### src/hdl/ehm_ram.sv
// Generic single-write, single-read RAM with registered read data.
module ehm_ram #(
   parameter int WIDTH = 8,
   parameter int DEPTH = 256
) (
   input  logic                     clock,
   input  logic                     wr_en,
   input  logic [$clog2(DEPTH)-1:0] wr_addr,
   input  logic [WIDTH-1:0]         wr_data,
   input  logic                     rd_en,
   input  logic [$clog2(DEPTH)-1:0] rd_addr,
   output logic [WIDTH-1:0]         rd_data
);

   logic [WIDTH-1:0] mem_ff [DEPTH];
   logic [WIDTH-1:0] rd_data_ff;

   always_ff @(posedge clock) begin
      if (wr_en) begin
         mem_ff[wr_addr] <= wr_data;
      end
      if (rd_en) begin
         rd_data_ff <= mem_ff[rd_addr];
      end
   end

   assign rd_data = rd_data_ff;

endmodule

### config.mk
export PLATFORM = sky130hd
export DESIGN_NAME = ehm_ram
export DESIGN_NICKNAME = d
export VERILOG_FILES = /design/src/hdl/ehm_ram.sv
export SDC_FILE = /design/constraint.sdc
export NUM_CORES = 2
export LEC_CHECK = 0
export BUFFER_PORTS_ARGS = -buffer_cell sky130_fd_sc_hd__buf_2
export CAP_MARGIN = 15
export CORE_UTILIZATION = 54
export DETAILED_ROUTE_END_ITERATION = 10
export PLACE_DENSITY = 0.69
export SYNTH_ARGS = -nofsm -noshare
export SYNTH_HDL_FRONTEND = slang
export SYNTH_SLANG_ARGS = --single-unit
### constraint.sdc
create_clock -name clock -period 5.65 [get_ports clock]
set_input_delay 1.695 -clock clock [delete_from_list [all_inputs] [get_ports clock]]
set_output_delay 1.695 -clock clock [all_outputs]
set_load 0.02 [all_outputs]
==> metrics.md <==
| Metric | Value |
|---|---|
| Status | complete, no violations |
| Crit-path cells | buf_8 -> buf_12 -> buf_4 -> buf_4 -> mux4_2 -> a22o_1 -> a221oi_1 -> o32ai_1 -> nor3_1 -> nor4_1 |
| Hold_buf cts | 0 |
| CTS resizes | 0 |
| Power share of the combinational group | 5.0% |
| Crit path depth | 10 |
| Post-Syn Area | 79600 um^2 |
| Cell Area, Placed | 82800 um^2 |
| Antenna violations before repair | 8 |
| Crit path to | rd_data[3]$_DFFE_PP_ |
| RSZ-0062 raised after global routing | false |
| Final cycle utilization of the critical path | 80.9% |
| Most frequent CP cell | buf_4 |
| Number of global-route vias before repair | 38.6k |
| Power per cell area | 344 nW/um^2 |
| Final setup viols | 0 |
| Root Driver | clkbuf_16 |
| # port buffers | 34 |
| Total track usage | 25.7% |
| NetSw | 6.47 mW |
| H-tree depth | 4 |
| Top Ports | 35 |
| Slew headroom | 21.2% |
| Initial cell density of the core | 54.5% |
| Critical Path RT | 6190 ps |
| Clock Power Share | 39.6% |
| First DRT Iteration DRCs | 4845 |
| Nets | 3965 |
| Startpoint Class | primary input |
| Die extent in y | 386 um |
| WS Path Type | primary input to flip-flop |
| Clock Pin Slew Worst Setup and Hold Paths | 60 ps |
| Router iterations before antenna repair | 5 |
| Max Fclk | 219 MHz |
| Slew @ Worst Pin | 1170 ps |
| CP max FO | 50 |
| Fin area | 88500 um^2 |
| Syn-to-layout area delta | 11.2% |
| Floorplan core area | 146000 um^2 |
| Grt ovf | 0 |
| Max-slew violation count | 0 |
| Total wire length | 189 mm |
| Pin count of the biggest net entering global routing | 162 |
| Syn_area_per_cell | 21.3 um^2 |
| Non-filler cells, final | 6005 |
| Clk_skew | 39.8 ps |
| ANT nets after route | 0 |
| Hold Violations, Final | 0 |
| Setup TNS | 0 ps |
| Fin crit period | 4570 ps |
| #FFs+latches synth | 2056 |
| Remaining DRCs | 0 |
| Reg2reg path depth | 6 |
| Hold Crit Class | flip-flop to flip-flop |
| Distinct cells, synth | 54 |
| Die ar. | 149000 um^2 |
| Cell family with the largest share of critical-path delay | buffers and inverters |
| Post-synth net total | 3760 |
| CTS tree | built |
| Clk sinks | 2056 |
| Sequential share of power | 55.4% |
| Crit path launch | rd_addr[1] |
| R2R setup slack | 2580 ps |
| Buf+Inv Stages, Crit Path | 4 |
| Via count | 39.1k |
| Max Cap Viol | 0 |
| Sequential share of the synthesized area | 77.5% |
| FF-to-FF End | rd_data[0]$_DFFE_PP_ |
| Worst Setup End Kind | flip-flop |
| Post-synth EDFFs | 2056 |
| Int Power | 23.9 mW |
| Clk_lat worst skew | 830 ps |
| Die Wd | 386 um |
| Commonest cells after routing, fill and taps aside | 2056 x edfxtp_1, 454 x mux4_2, 279 x nor2_1 |
| Lkg Pwr | 27.4 nW |
| DP Wirelength | 116 mm |
| Async SR Flop Fraction | 0% |
| Worst vdd ir | 284 uV |
| Row count | 140 |
| Drt via density | 6.51 |
| Placer Congestion | 0.849 |
| Dpl cells | 5658 |
| Post-Syn Instances | 3733 |
| CP arrival | 5110 ps |
| Primary FF master, synth | edfxtp_1 |
| Most common cell after layout, fill and taps aside | edfxtp_1 |
| Max Buffers Root-to-Sink | 3 |
| Fraction of final layout cells sized beyond drive strength 1 | 23.4% |
| Worst r2r src | mem_ff[83][0]$_DFFE_PP_ |
| Yosys warning count | 0 |
| First-pass GRT wire length | 272 mm |
| Largest stage delay, worst path | 680 ps |
| Avg WL per Cell | 31.4 um |
| Sw frac | 21.3% |
| Post-CTS Repair Setup Buffers | 0 |
| Slowest cell on crit path | nor3_1 |
| Total clock buffers created by CTS | 195 |
-- state kept, by name, summed over array words and instances, names as in the netlist --
register / flops
mem_ff: 2048
rd_data: 8
-- Yosys cell counts, types with 2 or more instances --
master     count  area share, %
mux2i_1      134            1.7
nand3_1       34           0.21
or2_2          4          0.031
o32ai_1        4          0.044
buf_12         8           0.20
nor4_1        24           0.19
buf_2         31           0.19
nand4_1       10          0.079
nand3b_1       2          0.019
a2111oi_0      2          0.022
buf_6         21           0.30
and2_1         6          0.047
nor3_1        22           0.14
o211ai_1      10          0.094
o22a_1         5          0.055
mux4_2       454             13
clkbuf_1     111           0.52
a2111oi_1      2          0.025
mux4_1         2          0.066
o21ai_1        2          0.013
and3b_1        2          0.022
nor2_1       282            1.3
nand2b_1       8          0.063
nand2_1       33           0.16
edfxtp_1    2056             78
buf_4         27           0.25
a221oi_1      13           0.14
a22o_1         8          0.088
a311oi_1       2          0.022
a211oi_1      16           0.15
a21oi_1       96           0.60
o221ai_1      46           0.51
buf_1         22           0.10
a22oi_1      133            1.3
o21ai_0       10          0.063
buf_8         13           0.25
o22ai_1       28           0.22
nor2b_1       31           0.24
a31oi_1        2          0.016
nor4_2         3          0.047
-- per-stage QoR --
stage	setup WS [ps]	power (mW)	utilization (%)	hold WS, ps
after floorplan	1880	18.0	-	864
after global placement	23.0	18.7	56.6	1120
after detailed placement	287	18.7	56.6	1130
after CTS	1160	30.5	60.6	1140
after global routing	1040	31.2	60.6	1230
final	1080	30.4	60.6	1170
-- worst min-delay path by stage --
stage / from / cells past startpoint / to / slack, ps
after floorplan: mem_ff[40][3]$_DFFE_PP_ / 6 / rd_data[3]$_DFFE_PP_ / 860
after global placement: mem_ff[46][6]$_DFFE_PP_ / 5 / rd_data[6]$_DFFE_PP_ / 1120
after detailed placement: mem_ff[47][6]$_DFFE_PP_ / 5 / rd_data[6]$_DFFE_PP_ / 1130
after CTS: mem_ff[47][6]$_DFFE_PP_ / 5 / rd_data[6]$_DFFE_PP_ / 1140
after global routing: mem_ff[47][6]$_DFFE_PP_ / 5 / rd_data[6]$_DFFE_PP_ / 1230
final: mem_ff[47][6]$_DFFE_PP_ / 5 / rd_data[6]$_DFFE_PP_ / 1170
-- power by group through the flow --
stage	clock, mW	sequential [mW]	combinational [mW]
after detailed placement	0	17.2	1.52
after global placement	0	17.2	1.49
after CTS	12.2	16.8	1.52
after global routing	12.7	16.8	1.59
final	12.1	16.8	1.52
after floorplan	0	17.2	0.817
-- layer usage --
metal  vias up  share of wire [%]  track usage [%]
li1      16100                  -                -
met1     20700                 40             37.3
met2      2028                 48             40.1
met3       321                9.8             5.40
met4        12                2.6             7.22
met5         -              0.035                0
-- logic make-up after synthesis --
family | share of synthesized area, %
AO/OA/AOI/OAI | 3.42
buffers and inverters | 1.83
flip-flops | 77.5
multiplexers | 14.6
AND/OR/NAND/NOR | 2.63
-- cell type report --
cell class	instances	area (um^2)
Multi-Input combinational cell	1442	16500
Antenna cell	1	2.50
Sequential cell	2056	61700
Clock buffer	245	5110
Fill cell	10200	57600
Tap cell	1917	2400
Timing Repair Buffer	241	2110
Clock inverter	101	663
Inverter	2	7.51
-- worst register-to-register path, stage by stage (launching register included) --
cell      delay [ps]
edfxtp_1         350
mux4_2           510
mux4_2           540
nor2b_1          160
nor4_1           940
buf_4            250
nor4_2            40
Power figures use the tool's default switching activity.
